--- src/rtl/core/ordered_record_list_core_assert.svh ---
// assertion macros for the ordered record list core
// no dependencies; taken in by `include from the modules that assert
`ifndef ORDERED_RECORD_LIST_CORE_ASSERT_SVH
`define ORDERED_RECORD_LIST_CORE_ASSERT_SVH

`ifndef NO_ASSERTIONS
`define ORL_ASSERT(label, clk, rst_n, prop) \
    label: assert property (@(posedge clk) disable iff (!rst_n) prop) \
        else $error("ordered record list assertion failed");
`define ORL_ASSERT_NR(label, clk, prop) \
    label: assert property (@(posedge clk) prop) \
        else $error("ordered record list reset assertion failed");
`else
`define ORL_ASSERT(label, clk, rst_n, prop)
`define ORL_ASSERT_NR(label, clk, prop)
`endif

`endif

--- src/rtl/core/orl_pkg.sv ---
// types and constants for the ordered record list core
// no dependencies
package orl_pkg;

    localparam int ID_W   = 16;
    localparam int PRI_W  = 16;
    localparam int WORD_W = ID_W + PRI_W;

    typedef enum logic [2:0] {
        OP_PUSH_FRONT = 3'd0,
        OP_PUSH_BACK  = 3'd1,
        OP_SEARCH     = 3'd2,
        OP_READ       = 3'd3,
        OP_REMOVE     = 3'd4,
        OP_CLEAR      = 3'd5
    } t_op;

    typedef enum logic [1:0] {
        ST_OK        = 2'd0,
        ST_BAD_POS   = 2'd1,
        ST_FULL      = 2'd2,
        ST_NOT_FOUND = 2'd3
    } t_status;

    typedef enum logic [2:0] {
        S_IDLE,
        S_SHIFT_UP,
        S_HEAD,
        S_SEARCH,
        S_READ,
        S_SHIFT_DOWN,
        S_DONE
    } t_state;

endpackage

--- src/rtl/core/ordered_record_list_core.sv ---
// ordered record list core: bounded list of id/priority records in one memory
// depends on orl_pkg and ordered_record_list_core_assert.svh
//
// One operation is taken per input word and gives one result word. Records sit in a
// single memory with one write and one registered read port, so the sequencer moves
// one entry per cycle: push front shifts the entries up from the tail and then writes
// the head, search scans from the head until a hit or the end of the list, and remove
// reads the entry and shifts the later entries down. A result waits in the done state
// until the output register is free to take it. The input is ready only while the
// sequencer is idle.
module ordered_record_list_core #(
    parameter int DEPTH = 32
) (
    input  logic        i_clk,
    input  logic        i_rst_n,
    input  logic        i_in_valid,
    output logic        o_in_ready,
    input  logic [2:0]  i_operation,
    input  logic [15:0] i_item_id,
    input  logic [15:0] i_item_priority,
    input  logic [5:0]  i_position,
    output logic        o_out_valid,
    input  logic        i_out_ready,
    output logic [1:0]  o_status,
    output logic [4:0]  o_found_position,
    output logic [15:0] o_out_id,
    output logic [15:0] o_out_priority,
    output logic [5:0]  o_entry_count
);

    `include "ordered_record_list_core_assert.svh"

    localparam int AW = (DEPTH > 1) ? $clog2(DEPTH) : 1;
    localparam int CW = $clog2(DEPTH + 1);
    localparam int IW = CW + 1;
    localparam int PW = (CW > 6) ? CW : 6;
    localparam int FW = (AW > 5) ? AW : 5;
    localparam int XW = (CW > 6) ? CW : 6;
    localparam int WW = orl_pkg::WORD_W;

    orl_pkg::t_state  r_state, n_state;
    orl_pkg::t_op     r_op, n_op;
    orl_pkg::t_status r_status, n_status;
    logic [15:0]      r_id, n_id;
    logic [15:0]      r_pri, n_pri;
    logic [AW-1:0]    r_idx, n_idx;
    logic [CW-1:0]    r_count, n_count;
    logic [AW-1:0]    r_found, n_found;
    logic [15:0]      r_oid, n_oid;
    logic [15:0]      r_opri, n_opri;

    logic             r_out_valid, n_out_valid;
    orl_pkg::t_status r_out_status, n_out_status;
    logic [4:0]       r_out_found, n_out_found;
    logic [15:0]      r_out_id, n_out_id;
    logic [15:0]      r_out_pri, n_out_pri;
    logic [5:0]       r_out_count, n_out_count;

    logic [WW-1:0]    r_mem [DEPTH];
    logic [WW-1:0]    r_rd_data;
    logic             mem_we;
    logic [AW-1:0]    mem_waddr;
    logic [AW-1:0]    mem_raddr;
    logic [WW-1:0]    mem_wdata;

    logic             accept;
    logic             out_free;
    logic             full;
    logic             empty;
    logic             pos_bad;
    logic             hit;
    logic [PW-1:0]    pos_ext;
    logic [PW-1:0]    cnt_pos;
    logic [AW-1:0]    pos_idx;
    logic [CW-1:0]    cnt_m1;
    logic [IW-1:0]    cnt_i;
    logic [IW-1:0]    idx_p1;
    logic [IW-1:0]    idx_p2;
    logic [FW-1:0]    found_ext;
    logic [XW-1:0]    count_ext;
    orl_pkg::t_op     in_op;

    assign o_in_ready = (r_state == orl_pkg::S_IDLE);
    assign accept     = i_in_valid && o_in_ready;
    assign out_free   = !r_out_valid || i_out_ready;
    assign in_op      = orl_pkg::t_op'(i_operation);
    assign full       = (r_count == CW'(DEPTH));
    assign empty      = (r_count == '0);
    assign pos_ext    = PW'(i_position);
    assign cnt_pos    = PW'(r_count);
    assign pos_bad    = (pos_ext >= cnt_pos);
    assign pos_idx    = pos_ext[AW-1:0];
    assign cnt_m1     = r_count - 1'b1;
    assign cnt_i      = IW'(r_count);
    assign idx_p1     = IW'(r_idx) + IW'(1);
    assign idx_p2     = IW'(r_idx) + IW'(2);
    assign hit        = (r_rd_data[WW-1:orl_pkg::PRI_W] == r_id);
    assign found_ext  = FW'(r_found);
    assign count_ext  = XW'(r_count);

    // next state
    always_comb begin
        n_state = r_state;
        unique case (r_state)
            orl_pkg::S_IDLE: begin
                if (accept) begin
                    unique case (in_op) inside
                        orl_pkg::OP_PUSH_FRONT: begin
                            n_state = (full || empty) ? orl_pkg::S_DONE
                                                      : orl_pkg::S_SHIFT_UP;
                        end
                        orl_pkg::OP_SEARCH: begin
                            n_state = empty ? orl_pkg::S_DONE : orl_pkg::S_SEARCH;
                        end
                        orl_pkg::OP_READ, orl_pkg::OP_REMOVE: begin
                            n_state = pos_bad ? orl_pkg::S_DONE : orl_pkg::S_READ;
                        end
                        default: n_state = orl_pkg::S_DONE;
                    endcase
                end
            end
            orl_pkg::S_SHIFT_UP: begin
                if (r_idx == '0) n_state = orl_pkg::S_HEAD;
            end
            orl_pkg::S_HEAD: n_state = orl_pkg::S_DONE;
            orl_pkg::S_SEARCH: begin
                if (hit || idx_p1 == cnt_i) n_state = orl_pkg::S_DONE;
            end
            orl_pkg::S_READ: begin
                if (r_op == orl_pkg::OP_REMOVE && idx_p1 != cnt_i) begin
                    n_state = orl_pkg::S_SHIFT_DOWN;
                end else begin
                    n_state = orl_pkg::S_DONE;
                end
            end
            orl_pkg::S_SHIFT_DOWN: begin
                if (idx_p2 == cnt_i) n_state = orl_pkg::S_DONE;
            end
            orl_pkg::S_DONE: begin
                if (out_free) n_state = orl_pkg::S_IDLE;
            end
            default: n_state = orl_pkg::S_IDLE;
        endcase
    end

    // datapath and memory control
    always_comb begin
        n_op         = r_op;
        n_status     = r_status;
        n_id         = r_id;
        n_pri        = r_pri;
        n_idx        = r_idx;
        n_count      = r_count;
        n_found      = r_found;
        n_oid        = r_oid;
        n_opri       = r_opri;
        n_out_valid  = r_out_valid && !i_out_ready;
        n_out_status = r_out_status;
        n_out_found  = r_out_found;
        n_out_id     = r_out_id;
        n_out_pri    = r_out_pri;
        n_out_count  = r_out_count;
        mem_we       = 1'b0;
        mem_waddr    = '0;
        mem_wdata    = {r_id, r_pri};
        mem_raddr    = r_idx;
        unique case (r_state)
            orl_pkg::S_IDLE: begin
                if (accept) begin
                    n_op     = in_op;
                    n_id     = i_item_id;
                    n_pri    = i_item_priority;
                    n_status = orl_pkg::ST_OK;
                    n_found  = '0;
                    n_oid    = '0;
                    n_opri   = '0;
                    unique case (in_op) inside
                        orl_pkg::OP_PUSH_FRONT: begin
                            if (full) begin
                                n_status = orl_pkg::ST_FULL;
                            end else if (empty) begin
                                mem_we    = 1'b1;
                                mem_waddr = '0;
                                mem_wdata = {i_item_id, i_item_priority};
                                n_count   = r_count + 1'b1;
                            end else begin
                                mem_raddr = cnt_m1[AW-1:0];
                                n_idx     = cnt_m1[AW-1:0];
                            end
                        end
                        orl_pkg::OP_PUSH_BACK: begin
                            if (full) begin
                                n_status = orl_pkg::ST_FULL;
                            end else begin
                                mem_we    = 1'b1;
                                mem_waddr = r_count[AW-1:0];
                                mem_wdata = {i_item_id, i_item_priority};
                                n_count   = r_count + 1'b1;
                            end
                        end
                        orl_pkg::OP_SEARCH: begin
                            if (empty) begin
                                n_status = orl_pkg::ST_NOT_FOUND;
                            end else begin
                                mem_raddr = '0;
                                n_idx     = '0;
                            end
                        end
                        orl_pkg::OP_READ, orl_pkg::OP_REMOVE: begin
                            if (pos_bad) begin
                                n_status = orl_pkg::ST_BAD_POS;
                            end else begin
                                mem_raddr = pos_idx;
                                n_idx     = pos_idx;
                            end
                        end
                        orl_pkg::OP_CLEAR: n_count = '0;
                        default: ;
                    endcase
                end
            end
            orl_pkg::S_SHIFT_UP: begin
                mem_we    = 1'b1;
                mem_waddr = idx_p1[AW-1:0];
                mem_wdata = r_rd_data;
                mem_raddr = r_idx - 1'b1;
                n_idx     = r_idx - 1'b1;
            end
            orl_pkg::S_HEAD: begin
                mem_we    = 1'b1;
                mem_waddr = '0;
                mem_wdata = {r_id, r_pri};
                n_count   = r_count + 1'b1;
            end
            orl_pkg::S_SEARCH: begin
                if (hit) begin
                    n_found = r_idx;
                end else if (idx_p1 == cnt_i) begin
                    n_status = orl_pkg::ST_NOT_FOUND;
                end else begin
                    n_idx     = idx_p1[AW-1:0];
                    mem_raddr = idx_p1[AW-1:0];
                end
            end
            orl_pkg::S_READ: begin
                n_oid  = r_rd_data[WW-1:orl_pkg::PRI_W];
                n_opri = r_rd_data[orl_pkg::PRI_W-1:0];
                if (r_op == orl_pkg::OP_REMOVE) begin
                    if (idx_p1 == cnt_i) begin
                        n_count = r_count - 1'b1;
                    end else begin
                        mem_raddr = idx_p1[AW-1:0];
                    end
                end
            end
            orl_pkg::S_SHIFT_DOWN: begin
                mem_we    = 1'b1;
                mem_waddr = r_idx;
                mem_wdata = r_rd_data;
                n_idx     = idx_p1[AW-1:0];
                if (idx_p2 == cnt_i) begin
                    n_count = r_count - 1'b1;
                end else begin
                    mem_raddr = idx_p2[AW-1:0];
                end
            end
            orl_pkg::S_DONE: begin
                if (out_free) begin
                    n_out_valid  = 1'b1;
                    n_out_status = r_status;
                    n_out_found  = found_ext[4:0];
                    n_out_id     = r_oid;
                    n_out_pri    = r_opri;
                    n_out_count  = count_ext[5:0];
                end
            end
            default: ;
        endcase
    end

    always_ff @(posedge i_clk) begin
        if (mem_we) begin
            r_mem[mem_waddr] <= mem_wdata;
        end
        r_rd_data <= r_mem[mem_raddr];
    end

    always_ff @(posedge i_clk) begin
        if (!i_rst_n) begin
            r_state     <= orl_pkg::S_IDLE;
            r_count     <= '0;
            r_out_valid <= 1'b0;
        end else begin
            r_state     <= n_state;
            r_count     <= n_count;
            r_out_valid <= n_out_valid;
        end
    end

    always_ff @(posedge i_clk) begin
        r_op         <= n_op;
        r_status     <= n_status;
        r_id         <= n_id;
        r_pri        <= n_pri;
        r_idx        <= n_idx;
        r_found      <= n_found;
        r_oid        <= n_oid;
        r_opri       <= n_opri;
        r_out_status <= n_out_status;
        r_out_found  <= n_out_found;
        r_out_id     <= n_out_id;
        r_out_pri    <= n_out_pri;
        r_out_count  <= n_out_count;
    end

    assign o_out_valid      = r_out_valid;
    assign o_status         = r_out_status;
    assign o_found_position = r_out_found;
    assign o_out_id         = r_out_id;
    assign o_out_priority   = r_out_pri;
    assign o_entry_count    = r_out_count;

    `ORL_ASSERT_NR(a_reset_idle, i_clk,
        (!i_rst_n) |=> (r_state == orl_pkg::S_IDLE && !r_out_valid))
    `ORL_ASSERT(a_count_bound, i_clk, i_rst_n, r_count <= CW'(DEPTH))
    `ORL_ASSERT(a_accept_busy, i_clk, i_rst_n, accept |=> (r_state != orl_pkg::S_IDLE))
    `ORL_ASSERT(a_load_from_done, i_clk, i_rst_n,
        $rose(r_out_valid) |-> ($past(r_state) == orl_pkg::S_DONE))
    `ORL_ASSERT(a_shift_up_count, i_clk, i_rst_n,
        (r_state == orl_pkg::S_SHIFT_UP) |=> $stable(r_count))

endmodule
--- config.mk ---
export PLATFORM = sky130hd
export DESIGN_NAME = ordered_record_list_core
export DESIGN_NICKNAME = d
export VERILOG_FILES = /design/src/rtl/core/orl_pkg.sv /design/src/rtl/core/ordered_record_list_core.sv
export VERILOG_INCLUDE_DIRS = /design/src /design/src/rtl/core
export SDC_FILE = /design/constraint.sdc
export NUM_CORES = 1
export LEC_CHECK = 0
export BUFFER_PORTS_ARGS = -buffer_cell sky130_fd_sc_hd__buf_4
export CAP_MARGIN = 5
export CORE_UTILIZATION = 50
export DETAILED_ROUTE_END_ITERATION = 12
export PLACE_DENSITY = 0.72
export SLEW_MARGIN = 15
export SYNTH_ARGS = -nofsm -noshare
export SYNTH_HDL_FRONTEND = slang
export SYNTH_SLANG_ARGS = --single-unit
--- constraint.sdc ---
create_clock -name i_clk -period 6.07 [get_ports i_clk]
set_clock_uncertainty 0.1 [all_clocks]
set_input_delay 0.3035 -clock i_clk [delete_from_list [all_inputs] [get_ports i_clk]]
set_output_delay 0.3035 -clock i_clk [all_outputs]
set_load 0.03 [all_outputs]
==> metrics.md, run 1 <==
| Metric | Value |
|---|---|
| Unrepaired setup endpoints after global routing | `false` |
| Fin Setup TNS | `0 ns` |
| Tcrit/Tclk final | `between 80 and 90%` |
| Site Rows | `roughly 110` |
| Die W | `between 300 and 400 microns` |
| Final setup viols | `0` |
| Syn nets | `3383` |
| Worst path cell trace | `inv_1, ha_1, xnor2_1, nand4_1, a211oi_4, nor3_1, o311ai_0, o211ai_1, o22ai_1, buf_4, nand3b_1, buf_4, nor3_1, or3_1, nor3_2` |
| Pin count of the biggest net entering global routing | `107` |
| Grt ovf | `0` |
| Met1 Wirelength | `slightly below 50000 microns` |
| Cells after DPL | `between 4000 and 5000` |
| Mapped Cells | `around 3300` |
| Worst Max-Slew Pin Slew | `1.22 ns` |
| Async SR Flop Fraction | `0%` |
| Top sig layer | `met5` |
| Netlist cell types | `74` |
| Final WL | `between 100000 and 150000 microns` |
| GR Util All Layers | `around a quarter` |
| Finished Core Util | `~60%` |
| CP max stage delay | `roughly 0.65 ns` |
| Register area share after synthesis | `between 70 and 80%` |
| Clock Pin Slew Worst Setup and Hold Paths | `~0.07 ns` |
| Fillers | `between 6000 and 7000` |
| Crit path launch type | `register` |
| Cts bufs inserted | `around 120` |
| Vias in the first global route | `roughly 28000` |
| Yosys warnings | `0` |
| H-tree Lvls | `3` |
| CTS tree | `done` |
| Setup crit end kind | `register` |
| Final Hold Viols | `0` |
| EDFF count, synth | `1148` |
| Initial DRC count | `3704` |
| Critical path arrival | `around 5.9 ns` |
| Maxcap violations | `0` |
| Slew Limit Headroom | `around a fifth` |
| Power per Cell Area | `between 500 and 600 nW/um^2` |
| I/O pin count | `a little over 90` |
| Wire length per cell | `around 26 microns` |
| Critical Path RT | `6.61 ns` |
| Syn avg cell area | `between 10 and 15 sq um` |
| DRC | `0` |
| Worst vdd ir | `a little under 0.0004 V` |
| Vias | `between 20000 and 30000` |
| Crit path time final | `roughly 5.4 ns` |
| Core footprint | `~94000 sq um` |
| Final #Nets | `3507` |
| First-pass GRT wire length | `approximately 180000 microns` |
| Pre-CTS setup slack | `around 0.80 ns` |
| Metal3 WL | `12300 microns` |
| Die area | `96600 sq um` |
| CP bufs+invs | `3` |
| Clock Sinks | `1190` |
| Yosys reg bits | `between 1000 and 1500` |
| CP delay by family, top | `simple AND/OR/NAND/NOR gates` |
| Met2 wire length | `about 58000 microns` |
| Critical-path maximum fanout | `20` |
| Routed Antenna Nets | `0` |
| Total Power | `approximately 30 mW` |
| Port bufs | `91` |
| HPWL Detailed | `73700 microns` |
| Min-Delay Path Class | `input port to register` |
| Diodes inserted | `0` |
| Fin cells | `between 4000 and 5000` |
| Chip Height | `slightly above 300 microns` |
| Max Fclk | `185 MHz` |
| Post-synth top flop | `edfxtp_1` |
| Drt via density | `approximately 6.2` |
| CP Class | `register to register` |
| Area Growth Syn to Fin | `14.9%` |
| LEAKAGE | `18.4 nW` |
| Outcome | `complete, no violations` |
| CP max-delay cell | `nand3b_1` |
| Mapped Area | `approximately 48000 sq um` |
| Clock Latency Late Sink | `between 0.7 and 0.8 ns` |
| Share of layout cells above drive strength 1 | `between 10 and 15%` |
| Post-CTS Setup Inserts | `0` |
| Worst Setup Slack, final | `~0.67 ns` |
| Clock Path Buffers | `3` |
| Antenna violations before repair | `7` |
| Gpl congestion | `roughly 0.95` |
| Max-slew violations | `0` |
| Initial core utilization | `around half` |
| CTS root buf | `clkbuf_16` |
| DR pass1 iterations | `6` |
-- synthesized netlist by cell type (19+ instances only) --
cell	instances	area [sq um]
a211oi_1	72	541
a21oi_1	254	1270
a221oi_1	39	342
a22o_1	96	841
a22oi_1	35	263
a311oi_1	33	289
a32oi_1	33	289
and2_1	68	425
and3_1	70	438
buf_2	75	375
clkbuf_1	133	499
dfxtp_1	42	841
edfxtp_1	1148	34500
mux2i_1	102	1020
nand2_1	565	2120
nor2_1	77	289
nor3_1	108	541
nor3_2	30	300
o21ai_0	19	95.1
o22ai_1	37	231
o32ai_1	32	280
or3_1	36	225
xnor2_1	29	254
-- stage by stage --
stage	instance area (sq um)	hold WS [ns]
finish	54800	0.109
global placement	50400	0.301
CTS	54800	0.0535
detailed placement	50400	0.305
global route	54800	0.0861
floorplan	47700	0.300
-- registers in the layout (all words and copies together) (netlist names), 5 cells and up --
signal	flops
cnt_pos	6
o_found_position	5
r_idx	5
r_opri	16
o_entry_count	6
r_oid	16
o_out_id	16
r_id	16
r_pri	16
o_out_priority	16
found_ext	5
r_mem	1024
r_rd_data	32
-- kinds of logic after synthesis --
kind of cell	after synthesis	synth area share, %
multiplexers	102	2.14
AND/OR/NAND/NOR	1022	10.1
AO/OA/AOI/OAI	718	10.5
buffers and inverters	244	2.23
XOR/XNOR	34	0.624
flip-flops	1190	74.0
adder cells (fa/ha/maj)	14	0.367
-- timing repair --
item                      CTS  global route
resized for setup           0             0
hold endpoints to repair   46             0
hold buffers               38             0
-- metal layers --
layer  track usage (%)  vias to the layer above
li1                  -                    13054
met1              35.8                    14762
met2              39.5                     1677
met3              4.03                      209
met4              8.17                        6
met5                 0                        -
-- final timing paths --
kind                 start            endpoint  slack (ns)  cells past startpoint
max reg2reg       r_idx[1]       r_rd_data[22]        0.67                     15
max               r_idx[1]       r_rd_data[22]        0.67                     15
min reg2reg     r_opri[10]  o_out_priority[10]        0.32                      0
min          i_position[1]            r_idx[1]        0.11                      4
-- power breakdown --
| group | switching, mW | leakage, nW | internal (mW) |
|---|---|---|---|
| combinational | 8.11 | 5.68 | 3.93 |
| clock | 3.07 | 1.93 | 4.44 |
| sequential | 0.471 | 10.8 | 10.3 |
| total | 11.6 | 18.4 | 18.7 |
-- final cells by class --
type	instances	area [sq um]	share of cell area [%]
Sequential cell	1190	35300	64.4
Inverter	19	71.3	0.130
Clock buffer	145	3060	5.58
Multi-Input combinational cell	1890	11700	21.3
Tap cell	1254	1570	2.86
Timing Repair Buffer	232	2160	3.94
Clock inverter	71	973	1.78
-- worst reg2reg max path, stage by stage (launching register included) --
cell and delay, ns:
edfxtp_1 0.60, inv_1 0.25, ha_1 0.38, xnor2_1 0.14, nand4_1 0.17, a211oi_4 0.48, nor3_1 0.12, o311ai_0 0.56
o211ai_1 0.22, o22ai_1 0.17, buf_4 0.22, nand3b_1 0.66, buf_4 0.42, nor3_1 0.16, or3_1 0.50, nor3_2 0.21
-- layout by cell type, fill, tap and decap left out, types with 8 or more instances in the layout --
cell           instances
xnor2_1               29
o21ai_0               18
nor2_4                34
mux2i_1              102
dfxtp_1               41
clkinv_2              17
clkbuf_1              23
a32oi_1               33
clkinv_1              14
nand4_1                9
or3_1                 36
nor3_2                30
buf_4                168
and2_1                68
a21oi_1              254
buf_12                26
dlygate4sd3_1         38
and3_1                69
nor3_1               108
bufinv_16             20
a22o_1                96
nand2b_1              11
nor2_1                43
clkinvlp_4            11
a211oi_1              72
a221oi_1              39
a22oi_1               35
clkbuf_16            115
nand2_1              558
a31oi_1                8
ha_1                  14
edfxtp_1            1148
inv_1                 18
a311oi_1              33
o32ai_1               32
nand3_1               12
o22ai_1               36
No activity file was read; power rests on OpenSTA's default activity.
==> inputs of run 2 (changes only) <==
CELL_PAD_IN_SITES_DETAIL_PLACEMENT = 0   (was unset)
CELL_PAD_IN_SITES_GLOBAL_PLACEMENT = 1   (was unset)
PLACE_DENSITY = 0.82   (was 0.72)
==> run 2 against run 1 <==
Power decreased by 2.1%. Final cell count rose by 0.37%. Sequential share of layout area grew 0.44 points. Core utilization down 0.40 points. Flip-flop and latch count unchanged. First-iteration DRC count is 10% lower. Register-to-register slack worse by 0.25 ns.
==> metrics.md, run 2 (same netlist as run 1, synthesis figures left out) <==
| Metric | Value |
|---|---|
| Reg-to-Reg End | `r_rd_data[26]` |
| Crit path launch type | `register` |
| Clock Path Buffers | `3 (unchanged)` |
| Fin Setup TNS | `0 ns (unchanged)` |
| Fin cells | `4819 (+0.37%)` |
| Drt via density | `6.15 (-0.67%)` |
| Most frequent cells in the layout | `edfxtp_1 (1148), nand2_1 (563), a21oi_1 (254)` |
| Critical-path maximum fanout | `32 (+60%)` |
| Worst Hold Path EP | `r_state[0]` |
| Core footprint | `93900 sq um (unchanged)` |
| Cells after DPL | `4570 (+0.51%)` |
| CTS root buf | `clkbuf_16` |
| Hold path cells | `5 (+1)` |
| Final WL | `125000 microns (+1.2%)` |
| Chip Height | `311 microns (unchanged)` |
| Reg2reg setup slack | `0.42 ns (-0.25 ns)` |
| Clock Sinks | `1190 (unchanged)` |
| Most common cell after layout, fill and taps aside | `edfxtp_1` |
| I/O pin count | `92 (unchanged)` |
| Sw frac | `38.8% (+0.35 points)` |
| Worst r2r src | `r_idx[2]` |
| Crit path time final | `5.65 ns (+0.246 ns)` |
| Initial DRC count | `3318 (-10%)` |
| DR pass1 iterations | `8 (+2)` |
| CTS tree | `done` |
| Tcrit/Tclk final | `93.0% (+4.0 points)` |
| Finished Core Util | `58.0% (-0.40 points)` |
| Maxcap violations | `0 (unchanged)` |
| Outcome | `complete, no violations` |
| Critical Path RT | `6.52 ns (-0.09 ns)` |
| Die W | `311 microns (unchanged)` |
| Die area | `96600 sq um (unchanged)` |
| DRC | `0 (unchanged)` |
| Share of layout cells above drive strength 1 | `13.4% (-0.20 points)` |
| Clock share of power | `22.8% (-2.0 points)` |
| HPWL Detailed | `73800 microns (about the same)` |
| First-pass GRT wire length | `183000 microns (+1.0%)` |
| Area Growth Syn to Fin | `14.1%` |
| Hold Crit Start | `i_in_valid` |
| Fillers | `7147 (+2.3%)` |
| H-tree Lvls | `3 (unchanged)` |
| Setup crit end kind | `register` |
| Wire length per cell | `26.0 microns (+0.87%)` |
| Min-Delay Path Class | `input port to register` |
| Worst vdd ir | `0.000470 V (+21%)` |
| Largest register by flop count | `r_mem` |
| Vias | `29620 (-0.30%)` |
| R2R cell count | `15 (unchanged)` |
| Largest register FFs | `1024 (unchanged)` |
| GR Util All Layers | `25.6% (+0.48 points)` |
| Gpl congestion | `0.922 (-2.6%)` |
| Post-CTS sizing | `0 (unchanged)` |
| LEAKAGE | `18.3 nW (-0.43%)` |
| Final setup viols | `0 (unchanged)` |
| Max-slew violations | `0 (unchanged)` |
| Power per Cell Area | `546 nW/um^2 (-1.4%)` |
| Pin count of the biggest net entering global routing | `174 (+63%)` |
| Routed Antenna Nets | `0 (unchanged)` |
| Max Fclk | `177 MHz (-4.4%)` |
| Switch Pwr | `11.5 mW (-1.2%)` |
| Sequential Power Share | `36.3% (+0.7 points)` |
| Comb pwr share | `40.9% (+1.2 points)` |
| Cts bufs inserted | `113 (-1.7%)` |
| Initial core utilization | `50.8% (unchanged)` |
| CP Class | `register to register` |
| Slew Limit Headroom | `19.5% (+0.83 points)` |
| Internal power | `18.2 mW (-2.6%)` |
| Clock Pin Slew Worst Setup and Hold Paths | `0.06 ns (about the same)` |
| Port bufs | `91 (unchanged)` |
| Vias in the first global route | `27850 (-0.32%)` |
| Largest regs | `r_mem: 1024 flops, r_rd_data: 32 flops` |
| Site Rows | `112 (unchanged)` |
| Final #Nets | `3528 (+0.60%)` |
| Worst Max-Slew Pin Slew | `1.20 ns (-0.0125 ns)` |
| Clock Latency Late Sink | `0.72 ns (about the same)` |
| Critical path arrival | `6.09 ns (+0.15 ns)` |
| Unrepaired setup endpoints after global routing | `false` |
| Final Hold Viols | `0 (unchanged)` |
| Grt ovf | `0 (unchanged)` |
| Antenna violations before repair | `4 (-3)` |
## run 2: changes by cell type in the layout (fill, tap and decap cells not counted), moves of 2 or more
cell and change:
clkbuf_1 +14, clkinvlp_4 -11, clkbuf_8 +4, nand2_2 -5, buf_12 -9, clkinv_2 +2
buf_4 +32, bufinv_16 -15, nand2_1 +5, diode_2 +3
## run 2: timing repair
| action | CTS | global route |
|---|---|---|
| buffers inserted | 0 | 0 |
| hold buffers | 38 | 0 |
| setup endpoints to repair | 0 | 0 |
| hold endpoints to repair | 46 | 0 |
## run 2: worst max-delay path by stage
stage,startpoint,endpoint,slack (ns),depth (start not counted)
2_1_floorplan,cnt_pos[0],r_mem[0][26],1.62,12
3_3_place_gp,r_idx[0],r_rd_data[26],0.67,14
3_5_place_dp,r_idx[2],r_rd_data[26],0.58,15
4_1_cts,r_idx[2],r_rd_data[26],0.57,15
5_1_grt,r_idx[2],r_rd_data[26],0.29,15
6_report,r_idx[2],r_rd_data[26],0.42,15
## run 2: layout make-up
cell class	count	area (sq um)	area share, %
sequential	1190	35300	64.9
multi-input combinational	1890	11600	21.4
clock buffer	163	3170	5.82
timing repair buffer	255	2220	4.08
tap	1254	1570	2.88
clock inverter	45	430	0.791
inverter	19	71.3	0.131
antenna	3	7.51	0.0138
## run 2: layer usage
layer	wire length [microns]	share of wire, %	track usage [%]	vias up
met5	13	0.010	0	-
met4	3550	2.8	8.56	2
met3	10800	8.6	3.65	187
met2	58600	47	40.3	1477
met1	52300	42	36.7	14877
li1	-	-	-	13077
## run 2: power groups by stage
stage	Combinational, mW	Sequential [mW]	Clock (mW)
after CTS	12.0	10.8	6.86
final	12.1	10.8	6.79
after global routing	13.0	10.8	7.16
after global placement	11.8	10.9	0
after floorplan	7.92	10.7	0
after detailed placement	12.0	10.9	0
## run 2: critical path, stage by stage (launching register included)
cell      delay (ns)
edfxtp_1        0.71
inv_1           0.26
ha_1            0.38
xnor2_1         0.15
nand4_1         0.17
a211oi_4        0.47
nor3_1          0.09
o311ai_0        0.70
o211ai_1        0.25
o22ai_1         0.20
buf_4           0.21
nand3b_1        0.13
buf_4           0.48
nor3_1          0.15
or3_1           0.47
nor3_2          0.57
## run 2: stage by stage
step / cell area (sq um) / setup slack (ns) / power, mW / hold slack, ns
after global routing: 54400 / 0.288 / 31.0 / 0.154
after CTS: 54400 / 0.574 / 29.6 / 0.0868
final: 54400 / 0.425 / 29.7 / 0.119
after floorplan: 47700 / 1.62 / 18.7 / 0.300
after global placement: 50400 / 0.670 / 22.8 / 0.302
after detailed placement: 50400 / 0.578 / 22.9 / 0.305
